<file path="config.mk">
export PLATFORM = sky130hd
export DESIGN_NAME = sgb_front
export DESIGN_NICKNAME = d
export VERILOG_FILES = /design/src/rtl/core/spatial_grid_bucket_table_unit_defines.svh /design/src/rtl/core/sgb_pkg.sv /design/src/rtl/core/sgb_front.sv
export SDC_FILE = /design/constraint.sdc
export NUM_CORES = 1
export LEC_CHECK = 0
export BUFFER_PORTS_ARGS = -buffer_cell sky130_fd_sc_hd__buf_4
export CORE_UTILIZATION = 60
export CTS_CLUSTER_DIAMETER = 80
export DETAILED_ROUTE_END_ITERATION = 10
export PLACE_DENSITY = 0.82
export SLEW_MARGIN = 40
export SYNTH_ARGS = -nofsm -noshare
export SYNTH_HDL_FRONTEND = slang
export SYNTH_SLANG_ARGS = --single-unit
</file>
<file path="constraint.sdc">
create_clock -name clock -period 12.2 [get_ports clock]
set_input_delay 3.05 -clock clock [delete_from_list [all_inputs] [get_ports clock]]
set_output_delay 3.05 -clock clock [all_outputs]
set_load 0.1 [all_outputs]
</file>
<file path="src/rtl/core/spatial_grid_bucket_table_unit_defines.svh">
// Assertion helpers for the grid bucket table
`ifndef SPATIAL_GRID_BUCKET_TABLE_UNIT_DEFINES_SVH
`define SPATIAL_GRID_BUCKET_TABLE_UNIT_DEFINES_SVH

// implication checked on every edge outside reset
`define SGB_ASSERT_IMP(label, clk, rst, a, c, msg) \
   label: assert property (@(posedge clk) disable iff (rst) (a) |-> (c)) else $error(msg);

// next-cycle implication checked outside reset
`define SGB_ASSERT_NEXT(label, clk, rst, a, c, msg) \
   label: assert property (@(posedge clk) disable iff (rst) (a) |=> (c)) else $error(msg);

`endif

</file>
<file path="src/rtl/core/sgb_pkg.sv">
package sgb_pkg;

   localparam int CellsDefault      = 1024;
   localparam int SlotsDefault      = 16;
   localparam int HandleBitsDefault = 16;

   localparam int PosBits = 20;
   localparam int DivBits = 16;
   localparam int QuoBits = 19;

   localparam logic [2:0] StOk       = 3'd0;
   localparam logic [2:0] StNegative = 3'd1;
   localparam logic [2:0] StOutside  = 3'd2;
   localparam logic [2:0] StFull     = 3'd3;
   localparam logic [2:0] StNotFound = 3'd4;

   localparam logic CmdInsert = 1'b0;
   localparam logic CmdRemove = 1'b1;

   localparam logic [1:0] CsrCellSize = 2'd0;
   localparam logic [1:0] CsrColumns  = 2'd1;
   localparam logic [1:0] CsrRows     = 2'd2;

   typedef struct packed {
      logic               cmd;
      logic signed [19:0] pos_x;
      logic signed [19:0] pos_y;
      logic        [15:0] handle;
   } req_type;

   typedef struct packed {
      logic [2:0] status;
      logic [9:0] cell_index;
      logic [4:0] cell_count;
   } rsp_type;

endpackage

</file>
<file path="src/rtl/core/sgb_front.sv">
// Front: check sign, divide both coordinates, bound-check, form the cell index.
module sgb_front import sgb_pkg::*; #(
   parameter int CELLS = CellsDefault
) (
   input  logic        clock,
   input  logic        reset,
   input  logic        in_valid,
   input  req_type     in_req,
   output logic        in_ready,
   input  logic [15:0] cell_size,
   input  logic [10:0] grid_columns,
   input  logic [10:0] grid_rows,
   output logic        out_valid,
   output logic        out_cmd,
   output logic [15:0] out_handle,
   output logic [2:0]  out_status,
   output logic [31:0] out_index,
   input  logic        out_ready
);

   typedef enum logic [1:0] {FIdle, FDiv, FIdx, FHold} fstate_type;

   fstate_type  state_ff;
   logic [4:0]  step_ff;
   logic [18:0] qx_ff, qy_ff;
   logic [16:0] rx_ff, ry_ff;
   logic [15:0] div_ff;
   logic        cmd_ff;
   logic [15:0] handle_ff;
   logic [2:0]  status_ff;
   logic [31:0] index_ff;

   logic [16:0] rx_sh, ry_sh;
   logic        gx, gy;
   logic [21:0] prod;

   // one restoring-division bit per cycle for both coordinates
   always_comb begin
      rx_sh = {rx_ff[15:0], qx_ff[18]};
      ry_sh = {ry_ff[15:0], qy_ff[18]};
      gx    = rx_sh >= {1'b0, div_ff};
      gy    = ry_sh >= {1'b0, div_ff};
      prod  = 22'(qy_ff[10:0]) * 22'(grid_columns);
   end

   assign in_ready   = (state_ff == FIdle);
   assign out_valid  = (state_ff == FHold);
   assign out_cmd    = cmd_ff;
   assign out_handle = handle_ff;
   assign out_status = status_ff;
   assign out_index  = index_ff;

   always_ff @(posedge clock) begin
      if (reset) begin
         state_ff <= FIdle;
      end else begin
         case (state_ff)
            FIdle: begin
               if (in_valid) begin
                  cmd_ff    <= in_req.cmd;
                  handle_ff <= in_req.handle;
                  qx_ff     <= in_req.pos_x[18:0];
                  qy_ff     <= in_req.pos_y[18:0];
                  rx_ff     <= '0;
                  ry_ff     <= '0;
                  div_ff    <= (cell_size == 16'd0) ? 16'd1 : cell_size;
                  step_ff   <= '0;
                  index_ff  <= '0;
                  if (in_req.pos_x[19] || in_req.pos_y[19]) begin
                     status_ff <= StNegative;
                     state_ff  <= FHold;
                  end else begin
                     status_ff <= StOk;
                     state_ff  <= FDiv;
                  end
               end
            end
            FDiv: begin
               qx_ff   <= {qx_ff[17:0], gx};
               qy_ff   <= {qy_ff[17:0], gy};
               rx_ff   <= gx ? rx_sh - {1'b0, div_ff} : rx_sh;
               ry_ff   <= gy ? ry_sh - {1'b0, div_ff} : ry_sh;
               step_ff <= step_ff + 5'd1;
               if (step_ff == 5'(QuoBits - 1)) state_ff <= FIdx;
            end
            FIdx: begin
               if (qx_ff >= 19'(grid_columns) || qy_ff >= 19'(grid_rows) ||
                   (32'(prod) + 32'(qx_ff)) >= 32'(CELLS)) begin
                  status_ff <= StOutside;
               end
               index_ff <= 32'(prod) + 32'(qx_ff);
               state_ff <= FHold;
            end
            FHold: if (out_ready) state_ff <= FIdle;
            default: state_ff <= FIdle;
         endcase
      end
   end

endmodule

</file>
Word level (Yosys, flattened, before mapping)

Cells that the tools add are included.

$add $sub $neg: 4
Multipliers: 1
Order comparisons: 5
Equality and inequality tests: 8
Mux-type cells: 22
Bitwise logic cells: 1
Reduce and logical (&&, ||, !) cells: 12

Operators by type and width:

| cell                                                   | count |
|---|---|
| case mux 19 bit (2 select lines)                       | 2 |
| case mux 16 bit (2 select lines)                       | 2 |
| case mux 32 bit (2 select lines)                       | 1 |
| 2-to-1 mux 16 bit                                      | 3 |
| >= comparator 19 x 11 -> 1 bit                         | 2 |
| 2-to-1 mux 19 bit                                      | 2 |
| >= comparator 17 x 16 -> 1 bit                         | 2 |
| >= comparator 32 x 11 -> 1 bit (second input constant) | 1 |
| 2-to-1 mux 32 bit                                      | 1 |
| subtractor 16 bit                                      | 2 |
| adder 22 x 19 -> 23 bit                                | 1 |
| multiplier 11 x 11 -> 22 bit                           | 1 |
| logical NOT 16 bit                                     | 1 |
| AND reduction 3 bit                                    | 4 |
| case mux 5 bit (2 select lines)                        | 1 |
| 2-to-1 mux 2 bit                                       | 4 |
| case mux 2 bit (4 select lines)                        | 1 |
| 2-to-1 mux 3 bit                                       | 2 |
| != test 2 bit (second input constant)                  | 3 |
| case mux 3 bit (2 select lines)                        | 1 |
| adder 5 x 1 -> 5 bit (second input constant)           | 1 |
| equality test 5 bit (second input constant)            | 1 |
| 2-to-1 mux 5 bit                                       | 1 |
| equality test 2 bit (second input constant)            | 2 |
| other kinds (8)                                        | 11 |

Bits in registers: 145
Input bits: 99
Output and inout bits: 54
Word-level logic and storage cells: 64

Longest topological paths before layout

Word-level depth: 6
Depth in mapped cells: 22

Least setup slack after synthesis

No wires, ideal clock.

Kind: input-to-reg
From: in grid_columns[7]
To: reg status_ff[0], in the netlist out_status[0] (enable)
Arrival time: 8298 ps
Slack: 3649 ps
Stages on the path: 20
Buffers on the path: 1
Path through: clkbuf_1 > nand2_1 > fa_1 > inv_1 > fa_1 > fa_1 > fa_1 > inv_1 > fa_1 > inv_1 > ha_1 > and4_1 > and3_1 > a211oi_1 > o21ai_0 > a221oi_1 > xor2_1 > nand2_1 > a2111o_1 > o31a_1

Cells in the longest elaborated chain, start to end: 6
Elaborated cells on any way between the ends: 8
Classes of those cells: add/sub (1); mul (1); order compare (2); eq/ne (1); reduce/logical (3)

RTL lines:

| element                         | RTL line        | RTL |
|---|---|---|
| start, declared                 | sgb_front.sv:11 | `input logic [10:0] grid_columns,` |
| multiplier 11 x 11 -> 22 bit    | sgb_front.sv:43 | `prod = 22'(qy_ff[10:0]) * 22'(grid_columns);` |
| adder 22 x 19 -> 23 bit         | sgb_front.sv:88 | `(32'(prod) + 32'(qx_ff)) >= 32'(CELLS)) begin` |
| >= comparator 32 x 11 -> 1 bit  | sgb_front.sv:88 |  |
| logical OR 1 bit *              | sgb_front.sv:87 | `if (qx_ff >= 19'(grid_columns) \|\| qy_ff >= 19'(grid_rows) \|\|` |
| != test 2 bit (no line) *       | --              |  |
| AND reduction 4 bit (no line) * | --              |  |
| end signal, assigned            | sgb_front.sv:70 | `status_ff <= StNegative;` |
| end signal, assigned            | sgb_front.sv:73 | `status_ff <= StOk;` |
| end signal, assigned            | sgb_front.sv:89 | `status_ff <= StOutside;` |
| end, declared                   | sgb_front.sv:30 | `logic [2:0] status_ff;` |

Mark *: on every way between the ends. The rest lies on a longest branch, timed or not.
A chain may end at the register's enable or synchronous reset.

Worst setup path in the final report

From: in grid_columns[10]
To: reg status_ff[1], in the netlist out_status[1] (enable)

Same word-level chain as after synthesis.

==> results.toml <==
[outcome]
outcome = "complete, no violations"

[clock_tree]
cts_buffers = 17
cts_resized = 0
path_clk_slew_ns = 0.06
cts.sinks = 135
postCtsHoldBufs = 0
cts_setup_buffers = 0
clock_latency_ns = 0.44
clk_path_buf_depth = 2
cts_root_buf = "clkbuf_16"
htreeDepth = 4
tritoncts = "built"

[critical_path]
r2r-start = "qy_ff[2]"
start_kind = "primary input"
r2r_cells = 18
worstPathArrival_ns = 8.62
critical_path_class = "primary input to flop"
worst-path-max-fanout = 12
endpoint_kind = "flop"
reg2reg_to = "out_status[1]"
regToRegSetupSlack_ns = 5.79
worstPathRequired_ns = 12.38

[synthesis]
syn_inst = 1225
avgSynthCellArea_um2 = 10.05
synth_top_area_share_pct = 32.44
synthesis.area_um2 = 12310
ys_async_sr_fraction_pct = 0
yosysUniqueCellTypes = 62
synthTopCellsByArea = "edfxtp_1 (32%), fa_1 (17%), ha_1 (12%)"
ys.flop_type = "edfxtp_1"
synth_enable_flop_cells = 133
synth.yosys.seq_area_share_pct = 32.76
synth_warnings = 0
synth_top_area_cell = "edfxtp_1"
synth_seq_cells = 135

[min_path]
min_from = "state_ff[0]"
whs_endpoint = "state_ff[0]"
hold_class = "flop to flop"
min_path_cells = 2

[job]
drv_cap = 0

[drt]
drc = 0
viasPerCell = 5.652
wire_per_inst_um = 16.97
dr.pass1.iters = 7
vias = 9156
initialDrtViolationCount = 472
routed_wl_um = 27490
ant_nets = 0

[timing]
max_freq_mhz = 118.6
final_hold_viol_count = 0
post-route-period-util_pct = 69.13
rsz0062_at_grt = "false"
max_slew.worst_pin.slew_ns = 0.8823
relSlewSlack_pct = 40.64
maxSlewViolCount = 0
report.final.setup_viol = 0
fin_worst_skew_ns = 0.01288
finalSetupTns_ns = 0
min_period_ns = 8.434

[grt]
grt_first_pass_wirelength_um = 45190
antenna_found_initial = 0
grt.total_usage_pct = 27.39
grt_pass1_vias = 9373
grt_max_degree = 79
grt.overflow.total = 0

[finish]
diodes = 0
num-nets-final = 1658
final_layout_size_suffix_gt1_share_pct = 17.11
area_growth_pct = 14.96
fill_cells = 1527

[placed_design]
place.gp.congestion = 0.9455
hpwl_um = 21030
numPortBuffers = 142

[die]
die_w_um = 145.3
io_pins = 153
initial_core_util_pct = 61.05
rows = 52
die-area_um2 = 21100
dieHeight_um = 145.3
core_area_um2 = 20170
==> routing by layer <==
| metal | GRT usage, % | part of all wire, % | up-vias |
|---|---|---|---|
| met5 | 0 | 0 | - |
| met1 | 33.12 | 40 | 4505 |
| met2 | 47.55 | 51 | 304 |
| met3 | 4.497 | 5.6 | 69 |
| li1 | - | - | 4278 |
| met4 | 13.32 | 3.7 | 0 |
==> flip-flops by register name, indices dropped and copies added, names as in the netlist, 2 cells and up <==
register,count
div_ff,16
out_handle,16
out_index,23
out_status,2
qx_ff,19
qy_ff,19
rx_ff,16
ry_ff,16
state_ff,2
step_ff,5
==> final cells by class <==
cell class / count / area (µm²) / area share, %
Multi-Input combinational cell: 821 / 7257 / 51.27
Sequential cell: 135 / 4034 / 28.50
Timing Repair Buffer: 148 / 1119 / 7.902
Inverter: 214 / 803.3 / 5.675
Clock buffer: 18 / 429.2 / 3.032
Tap cell: 270 / 337.8 / 2.387
Clock inverter: 14 / 175.2 / 1.238
==> cells by family (layout without fill, tap and decap cells) <==
| group | Yosys count | in the layout | share of synthesized area [%] |
|---|---|---|---|
| AND/OR/NAND/NOR | 342 | 342 | 13.95 |
| buffers and inverters | 278 | 394 | 8.800 |
| adder cells (fa/ha/maj) | 222 | 222 | 28.78 |
| AO/OA/AOI/OAI | 160 | 160 | 8.587 |
| flip-flops | 135 | 135 | 32.76 |
| multiplexers | 50 | 50 | 4.461 |
| XOR/XNOR | 37 | 37 | 2.632 |
| other | 1 | 10 | 0.03046 |
==> worst max-delay path by stage <==
stage                           from            end  slack, ns  cells past startpoint
CTS                  grid_columns[7]  out_status[0]       3.80                     21
floorplan            grid_columns[7]  out_status[0]       3.65                     20
global placement    grid_columns[10]  out_status[0]       3.52                     19
detailed placement   grid_columns[7]  out_status[0]       3.37                     21
finish              grid_columns[10]  out_status[1]       3.77                     19
global route         grid_columns[7]  out_status[1]       3.57                     21
==> cells in the final DEF, fill, tap and decap left out, drive strengths merged, types with 4 or more instances in the layout <==
cell type	netlist	layout
a211oi	7	7
a21boi	5	5
a21o	19	19
a21oi	36	36
a31oi	8	8
and2	74	74
and3	6	6
buf	15	148
clkbuf	49	18
clkinv	0	7
conb	1	10
edfxtp	133	133
fa	102	102
ha	120	120
inv	214	216
mux2	39	39
mux2i	11	11
nand2	109	109
nand2b	10	10
nand3	9	9
nand4	14	14
nor2	57	57
nor2b	17	17
nor3	17	17
nor4	12	12
o211ai	4	4
o21a	7	7
o21ai	40	40
o21bai	5	5
or3	5	5
xnor2	21	21
xor2	16	16
==> critical path, stage by stage <==
cell and delay, ns:
buf_4 0.15, and2_1 0.16, fa_1 0.51, fa_1 0.53, fa_1 0.54, fa_1 0.56
inv_1 0.06, fa_1 0.53, inv_1 0.04, ha_1 0.37, and4_1 0.27, and3_1 0.20
a211oi_1 0.21, o21ai_0 0.18, a221oi_1 0.36, xor2_1 0.21, nand2_1 0.07, a2111o_1 0.34
o31a_1 0.27
==> through the flow <==
step | hold WS, ns | setup slack, ns | instances | utilization [%] | cell area [µm²]
finish | 0.5430 | 3.766 | 1620 | 70.18 | 14150
global route | 0.5999 | 3.573 | 1620 | 70.18 | 14150
CTS | 0.5524 | 3.803 | 1620 | 70.16 | 14150
detailed placement | 0.5455 | 3.369 | 1588 | 67.16 | 13550
global placement | 0.5275 | 3.518 | 1588 | 67.14 | 13540
floorplan | 0.5055 | 3.649 | 1234 | - | 12350
==> cells in the mapped netlist, types with 16 or more instances <==
cell      number
o21ai_0       40
clkbuf_1      49
nor2_1        57
and2_1        74
nand2_1      109
nor3_1        17
inv_1        214
xor2_1        16
xnor2_1       21
a21oi_1       35
ha_1         120
nor2b_1       17
fa_1         102
mux2_2        39
edfxtp_1     133
a21o_1        19
Power is left out: the tool's default activity adds up to more than one toggle a clock period on the data nets, which glitch-free logic cannot reach.
