## config.mk

```make
export PLATFORM = sky130hd
export DESIGN_NAME = sgb_queue
export DESIGN_NICKNAME = d
export VERILOG_FILES = /design/src/rtl/core/spatial_grid_bucket_table_unit_defines.svh /design/src/rtl/core/sgb_pkg.sv /design/src/rtl/core/sgb_queue.sv
export SDC_FILE = /design/constraint.sdc
export NUM_CORES = 1
export LEC_CHECK = 0
export BUFFER_PORTS_ARGS = -buffer_cell sky130_fd_sc_hd__buf_4
export CAP_MARGIN = 20
export CORE_MARGIN = 2
export CORE_UTILIZATION = 40
export DETAILED_ROUTE_END_ITERATION = 7
export MAX_ROUTING_LAYER = met4
export PLACE_DENSITY_LB_ADDON = 0.25
export SLEW_MARGIN = 0
export SYNTH_ARGS = -nofsm -noshare
export SYNTH_HDL_FRONTEND = slang
export SYNTH_SLANG_ARGS = --single-unit
export TNS_END_PERCENT = 100
```

## constraint.sdc

```tcl
create_clock -name clock -period 4.3 [get_ports clock]
set_input_delay 0.215 -clock clock [delete_from_list [all_inputs] [get_ports clock]]
set_output_delay 0.215 -clock clock [all_outputs]
set_load 0.05 [all_outputs]
```

## src/rtl/core/spatial_grid_bucket_table_unit_defines.svh

```systemverilog
// Assertion helpers for the grid bucket table
`ifndef SPATIAL_GRID_BUCKET_TABLE_UNIT_DEFINES_SVH
`define SPATIAL_GRID_BUCKET_TABLE_UNIT_DEFINES_SVH

// implication checked on every edge outside reset
`define SGB_ASSERT_IMP(label, clk, rst, a, c, msg) \
   label: assert property (@(posedge clk) disable iff (rst) (a) |-> (c)) else $error(msg);

// next-cycle implication checked outside reset
`define SGB_ASSERT_NEXT(label, clk, rst, a, c, msg) \
   label: assert property (@(posedge clk) disable iff (rst) (a) |=> (c)) else $error(msg);

`endif

```

## src/rtl/core/sgb_pkg.sv

```systemverilog
package sgb_pkg;

   localparam int CellsDefault      = 1024;
   localparam int SlotsDefault      = 16;
   localparam int HandleBitsDefault = 16;

   localparam int PosBits = 20;
   localparam int DivBits = 16;
   localparam int QuoBits = 19;

   localparam logic [2:0] StOk       = 3'd0;
   localparam logic [2:0] StNegative = 3'd1;
   localparam logic [2:0] StOutside  = 3'd2;
   localparam logic [2:0] StFull     = 3'd3;
   localparam logic [2:0] StNotFound = 3'd4;

   localparam logic CmdInsert = 1'b0;
   localparam logic CmdRemove = 1'b1;

   localparam logic [1:0] CsrCellSize = 2'd0;
   localparam logic [1:0] CsrColumns  = 2'd1;
   localparam logic [1:0] CsrRows     = 2'd2;

   typedef struct packed {
      logic               cmd;
      logic signed [19:0] pos_x;
      logic signed [19:0] pos_y;
      logic        [15:0] handle;
   } req_type;

   typedef struct packed {
      logic [2:0] status;
      logic [9:0] cell_index;
      logic [4:0] cell_count;
   } rsp_type;

endpackage

```

## src/rtl/core/sgb_queue.sv

```systemverilog
// Two-entry queue between front and back.
module sgb_queue import sgb_pkg::*; (
   input  logic        clock,
   input  logic        reset,
   input  logic        wr_valid,
   input  logic [51:0] wr_data,
   output logic        wr_ready,
   output logic        rd_valid,
   output logic [51:0] rd_data,
   input  logic        rd_ready
);

   logic [51:0] mem_ff [2];
   logic        wp_ff, rp_ff;
   logic [1:0]  cnt_ff;
   logic        push, pop;

   assign wr_ready = cnt_ff != 2'd2;
   assign rd_valid = cnt_ff != 2'd0;
   assign rd_data  = mem_ff[rp_ff];
   assign push     = wr_valid && wr_ready;
   assign pop      = rd_valid && rd_ready;

   always_ff @(posedge clock) begin
      if (push) mem_ff[wp_ff] <= wr_data;
      if (reset) begin
         wp_ff  <= 1'b0;
         rp_ff  <= 1'b0;
         cnt_ff <= '0;
      end else begin
         if (push) wp_ff <= ~wp_ff;
         if (pop) rp_ff <= ~rp_ff;
         cnt_ff <= cnt_ff + 2'(push) - 2'(pop);
      end
   end

endmodule

```

# Yosys cells after proc, flatten, opt, wreduce, memory -nomap -nowiden
# Memories as Yosys holds them, arrays and structs flattened. A register that Yosys moved wholly into a read port is not among the register bits.
# Cells that the tools add are included.
# Widths: inputs -> output; s select.
dict set report classes {
  n_addsub 2
  multipliers 0
  div_mod_pow 0
  n_lt_le_gt_ge 0
  eq_ne 1
  shifts 0
  muxes 4
  bitwise_logic 2
  n_reduce_logical 3
}
# operator count
set ops {}
lappend ops {{$mux 1} 4}
lappend ops {{$add 2x1->2} 1}
lappend ops {{$logic_and 1x1->1} 2}
lappend ops {{$ne 2x2->1 const B} 1}
lappend ops {{$not 1->1} 2}
lappend ops {{$reduce_bool 2->1} 1}
lappend ops {{$sub 2x1->2} 1}
dict set report totals {
  reg_bits 4
  latchBits 0
  mem_bits_rw 104
  mem_bits_ro 0
  input_bits 56
  output_inout_bits 54
  memories 1
}
# name words width rd rd_ports_with_merged_regs write_ports line
set memory_table {}
lappend memory_table {mem_ff 2 52 1 1 1 sgb_queue.sv:13} ;# logic [51:0] mem_ff [2];

# Depth between registers and ports, before layout
# Gate-level depths: netlist of run 1.
dict set report depth {
  depth_word 4
  mapped_depth 8
  depth_no_buf 8
}

# Worst setup path after synthesis of run 1
# Ideal clock, no wire load.
dict set report synth_timing {
  kind {reg2reg}
  start {reg cnt_ff[0]}
  end {mem mem_ff[0][0] (enable)}
  setup_time_ns 0.462
  arrival_time_ns 2.965
  t_required_ns 3.838
  setup_slack_ns 0.873
  path_stages_with_launch 4
  path_buffers 0
  path_cell_list {dfxtp_1 > nand2b_2 > nand2_2 > nor2_1}
}
dict set report synth_between {
  elab_chain_len 4
}
# element line
set synth_rtl {}
lappend synth_rtl {{from (decl)} sgb_queue.sv:15} ;# logic [1:0] cnt_ff;
lappend synth_rtl {{from (signal assigned)} sgb_queue.sv:33} ;# cnt_ff <= cnt_ff + 2'(push) - 2'(pop);
lappend synth_rtl {{$ne 2x2->1} sgb_queue.sv:18} ;# assign wr_ready = cnt_ff != 2'd2;
lappend synth_rtl {{named net wr_ready} sgb_queue.sv:7} ;# output logic wr_ready,
lappend synth_rtl {{$logic_and 1x1->1} sgb_queue.sv:21} ;# assign push = wr_valid && wr_ready;
lappend synth_rtl {{$mux 1} sgb_queue.sv:25} ;# if (push) mem_ff[wp_ff] <= wr_data;
lappend synth_rtl {{$mux 1 (not written as such)} sgb_queue.sv:25}
lappend synth_rtl {{to (decl)} sgb_queue.sv:13}
# The timed path passes the listed nets, and every way through them passes these cells.

==> run summary, run 1 <==
Routed length per instance - 15.53 um
Yosys top cell by area - edfxtp_1
Least-Margin Pin Slew - 0.9889 ns
Slowest CP cell - dfxtp_4
Post-route minimum period - 2.235 ns
MaxCap Viol Count - 0
Pre-CTS setup slack - 2.133 ns
Worst EP arrival - 2.02 ns
CTS Sinks - 109
Register-to-Register Path Depth - 4
DP Area - 5149 um2
Cell area after synthesis - 4244 um2
Worst setup endpoint - rd_data[51]
Initial Util - 0.4111
CP Class - reg -> out
Max Transition Viols Final - 0
Ys Warns - 0
Cts bufs inserted - 9
Port bufs - 109
Final instance area - 5314 um2
Crit path depth - 2
Synth Net Count - 244
Num rows - 37
Seq/Total Area, Yosys - 0.7594
DRT Pass-1 Iters - 4
Boundary Pins - 110
Post-synth top area share - 0.7358
Avg Synthesized Cell Area - 22.82 um2
WP data required - 4.09 ns
Vias in the first global route - 2030
Yosys cell types - 17
Critical Path Fanout Max - 52
Chip width - 107.0 um
Fmax - 0.4473 GHz
Max Clock Skew - 0.008193 ns
Drt drc - 0
Fillcell total - 858
Clock Tree Buf Depth - 2
Placed insts - 427
CTS tree - yes
Vias - 1994
Final hold viol count - 0
DP HPWL - 4.569 mm
Clock latency on the worst-skew pair - 0.35 ns
Unrepaired setup endpoints after global routing - no
Power per cell area - 619.2 nW/um2
Flop-to-flop setup slack - 2.18 ns
Initial antenna violation count - 0
Synth Register Bits - 109
Period utilization - 0.5199
Die Ht - 107.0 um
Worst r2r src - cnt_ff[0]
Final WL - 6.880 mm
Share of layout cells above drive strength 1 - 0.5928
Worst reg2reg endpoint - mem_ff[0][17]
First-pass GRT wire length - 10.16 mm
Root Driver - clkbuf_8
Grt total ovfl - 0
Worst vdd ir - 349.9 uV
Core Area - 10320 um2
RePlAce Congestion - 0.6604
Largest net degree at the start of global routing - 53
Clk slew on worst S/H paths - 0.10 ns
Layout area overhead - 25.21%
Setup bufs post-CTS - 0
Post-DR vias/cell - 4.501
CTS resizes - 0
Setup TNS - 0 ns
Setup-failing EPs final - 0
Top delay family on crit path - flip-flops
Leak pwr - 2.070 nW
Die area - 11450 um2
Synth area leaders - edfxtp_1, mux2_4, buf_12
Post-CTS Hold Fix Bufs - 0
Syn Inst Count - 186
Crit-path max cell delay - 0.98 ns
Status - complete, no violations
Crit path cell chain - mux2_2 > buf_4
Worst setup margin - 2.065 ns
Crit path launch type - flop
CP bufs+invs - 1
ANT cells - 0
Non-Filler Instances - 443
Final ANT Viol Nets - 0
Critical Path End Type - primary output
Worst hold path class - in -> reg
Initial DRC Count - 61
H-tree Lvls - 3
Slew margin rel. - 0.3407
All-layer global routing usage - 0.1225
Final nets - 360
## cells in the final DEF, fill, tap and decap left out, types with 2 or more instances in the layout
cell,instances
nor2b_1,2
dfxtp_1,4
xnor2_1,2
buf_4,111
edfxtp_1,104
clkbuf_8,9
ha_1,2
clkinv_1,3
mux2_4,51
inv_6,2
mux2_2,2
nor2_1,4
## cells in the mapped netlist
cell,n
nor2b_1,2
edfxtp_1,104
xnor2_1,2
o21a_1,1
xor2_1,1
mux2_2,2
or2_2,1
inv_1,1
nand2b_2,1
dfxtp_1,5
ha_1,2
buf_12,5
and3_1,1
mux2_4,51
nand2_2,1
buf_6,1
nor2_1,5
## worst register-to-register path: stages, from the launching register on
cell,delay [ns]
dfxtp_1,0.37
nand2b_2,0.16
nand2_2,0.10
nor2_4,0.72
buf_4,0.45
## layer usage
layer | vias to the layer above | share of wire | GRT usage
li1 | 950 | - | -
met1 | 963 | 0.44 | 0.1564
met2 | 77 | 0.47 | 0.1847
met3 | 4 | 0.080 | 0.03951
met4 | 0 | 0.0055 | 0.04453
met5 | - | 0 | -
## where the power goes
group / switching, mW / leakage (nW) / internal (mW)
registers: 0.124 / 1.01 / 1.33
logic: 0.780 / 0.972 / 0.513
clock network: 0.328 / 0.0838 / 0.211
total: 1.23 / 2.07 / 2.06
## cells by family (layout without fill, tap and decap cells)
| group | count (synthesis) | after routing | synth area share |
|---|---|---|---|
| simple gates | 11 | 11 | 0.01386 |
| flops | 109 | 109 | 0.7594 |
| fa+ha+maj | 2 | 2 | 0.005895 |
| compound gates | 1 | 1 | 0.001770 |
| mux | 53 | 53 | 0.1857 |
| buf+inv | 7 | 128 | 0.02712 |
| xor+xnor | 3 | 3 | 0.006192 |
## worst min-delay path by stage
| stage | startpoint | end | slack [ns] | cells after the start |
|---|---|---|---|---|
| detailed placement | wr_data[26] | mem_ff[1][26] | 0.40 | 1 |
| finish | wr_data[49] | mem_ff[0][49] | 0.04 | 1 |
| global placement | wr_data[42] | mem_ff[1][42] | 0.40 | 1 |
| floorplan | reset | cnt_ff[0] | 0.29 | 1 |
| global route | wr_data[0] | mem_ff[0][0] | 0.02 | 1 |
| CTS | wr_data[43] | mem_ff[0][43] | 0.02 | 1 |
## per-stage QoR
stage / hold slack, ns / utilization / total power [mW]
final: 0.04038 / 0.5147 / 3.290
after global routing: 0.01533 / 0.5147 / 3.422
after CTS: 0.01556 / 0.5147 / 3.329
after detailed placement: 0.4031 / 0.4987 / 2.798
after global placement: 0.4019 / 0.4987 / 2.785
after floorplan: 0.2866 / - / 2.503
## flip-flops by register name, summed over array words and instances, names as in the netlist, named ones only
register  flops
wp_ff         1
mem_ff      104
cnt_ff        2
rp_ff         1
## final cells by class
class / count / area (um2) / area share
Sequential cell: 109 / 3227 / 0.6073
Multi-Input combinational cell: 70 / 914.6 / 0.1721
Timing Repair Buffer: 111 / 833.3 / 0.1568
Tap cell: 136 / 170.2 / 0.03202
Clock buffer: 10 / 127.6 / 0.02402
Clock inverter: 6 / 37.54 / 0.007064
Inverter: 1 / 3.754 / 0.0007064
(Power assumes the default switching activity.)
==> run 2: changes to the inputs <==
==> constraint.sdc (replaced) <==
create_clock -name clock -period 2.23 [get_ports clock]
set_input_delay 0.1115 -clock clock [delete_from_list [all_inputs] [get_ports clock]]
set_output_delay 0.1115 -clock clock [all_outputs]
set_load 0.05 [all_outputs]
==> run summary, run 2 (same netlist as run 1, synthesis figures left out) <==
DRT Pass-1 Iters - 5
Setup-failing EPs final - 0
RePlAce Congestion - 0.6811
Worst vdd ir - 581.9 uV
Root Driver - clkbuf_8
Initial DRC Count - 96
Register-to-Register Path Depth - 8
Largest register FFs - 104
DP HPWL - 4.447 mm
Die area - 11450 um2
Unrepaired setup endpoints after global routing - no
Register Area - 3227 um2
Critical Path End Type - primary output
Most common cell on crit path - buf_4
Flop-to-flop setup slack - 0.65 ns
Max Clock Skew - 0.01173 ns
Cells on Worst Hold Path - 3
Power per cell area - 1118 nW/um2
Final hold viol count - 0
Least-Margin Pin Slew - 0.4883 ns
Largest net degree at the start of global routing - 36
Num rows - 37
Setup TNS - 0 ns
Final ANT Viol Nets - 0
Clock Tree Buf Depth - 2
Setup bufs post-CTS - 0
Finished Core Util - 0.5741
Largest Register - mem_ff
MaxCap Viol Count - 0
Post-DR vias/cell - 4.478
Area of the multi-input gates - 914.6 um2
CTS tree - yes
Post-route minimum period - 1.869 ns
Worst hold path class - in -> reg
Worst EP arrival - 1.76 ns
Commonest non-fill, non-tap cell in the layout - buf_4
Initial Util - 0.4111
H-tree Lvls - 3
Final WL - 7.323 mm
Max Transition Viols Final - 0
Crit-path max cell delay - 0.56 ns
CP Class - reg -> out
DP Area - 5191 um2
Worst r2r src - cnt_ff[0]
Critical Path Fanout Max - 16
Slowest CP cell - dfxtp_4
HP Start - wr_valid
Final instance area - 5927 um2
Vias - 2239
Initial antenna violation count - 0
Leak pwr - 2.338 nW
All-layer global routing usage - 0.1332
Clock latency on the worst-skew pair - 0.36 ns
Fmax - 0.5351 GHz
Most frequent cells in the layout - buf_4, edfxtp_1, dlygate4sd3_1, mux2_4, clkbuf_8
Vias in the first global route - 2279
Share of layout cells above drive strength 1 - 0.5220
Die Ht - 107.0 um
First-pass GRT wire length - 11.09 mm
Clk slew on worst S/H paths - 0.10 ns
WP data required - 2.12 ns
Fillcell total - 792
Chip width - 107.0 um
Boundary Pins - 110
Cts bufs inserted - 9
Core Area - 10320 um2
Largest registers - mem_ff (104), cnt_ff (2)
Routed length per instance - 14.65 um
Worst reg2reg endpoint - cnt_ff[1]
Status - complete, no violations
Port bufs - 109
Slew margin rel. - 0.6745
Worst hold endpoint - wp_ff
Drt drc - 0
Layout area overhead - 39.65%
ANT cells - 0
Grt total ovfl - 0
Period utilization - 0.8381
Crit path launch type - flop
Final nets - 417
CTS Sinks - 109
Crit path cell chain - buf_4 > mux2_4 > buf_4
## run 2: changes by cell type in the layout (fill, tap and decap cells not counted), sizes merged
cell	change
buf	+4
bufinv	+1
clkbuf	-1
clkinv	-1
dlygate4sd3	+53
inv	+1
## run 2: per-layer routing
layer,vias to the layer above,part of all wire,wire length (um),GRT usage
li1,1068,-,-,-
met1,1091,0.44,3219,0.1555
met2,76,0.49,3613,0.2188
met3,4,0.059,433,0.04863
met4,0,0.0076,56,0.03618
met5,-,0,0,-
## run 2: how the worst max path moves through the flow
stage / cells past startpoint / from / end
2_1_floorplan: 3 / cnt_ff[0] / mem_ff[0][0]
3_3_place_gp: 8 / cnt_ff[0] / cnt_ff[1]
3_5_place_dp: 8 / cnt_ff[0] / cnt_ff[1]
4_1_cts: 3 / flop / rd_data[46]
5_1_grt: 3 / flop / rd_data[39]
6_report: 3 / flop / rd_data[31]
## run 2: through the flow
step                      hold slack, ns  power [mW]  std cells  setup slack (ns)
after global routing              0.1273       6.914        500            0.2763
final                             0.1423       6.625        500            0.3610
after global placement            0.2965       5.394        431            0.7306
after detailed placement          0.2990       5.416        431            0.6394
after floorplan                   0.1831       4.818        186            0.2443
after CTS                         0.1266       6.705        500            0.3221
## run 2: area by class of cell
| class | count | area share |
|---|---|---|
| tap | 136 | 0.02871 |
| clock buffer | 9 | 0.02090 |
| clock inverter | 7 | 0.01372 |
| multi-input combinational | 70 | 0.1543 |
| timing repair buffer | 168 | 0.2373 |
| sequential | 109 | 0.5444 |
| inverter | 1 | 0.0006333 |
## run 2: what timing repair did
| action | 4_1_cts | 5_1_grt |
|---|---|---|
| resized for setup | 0 | 0 |
| hold buffers | 53 | 0 |
| hold endpoints to repair | 108 | 0 |
| setup endpoints to repair | 0 | 0 |
## run 2: critical path, delay by kind of cell (launching register included)
kind / cells / cell delay, ns
DFF: 1 / 0.56
muxes: 1 / 0.32
buffers and inverters: 2 / 0.50
## run 2: report_power, final
group          switching [mW]  leakage (nW)  total (mW)  internal [mW]
logic                    1.65          1.22        2.72           1.07
clock network           0.671         0.106        1.21          0.537
registers               0.127          1.01        2.70           2.57
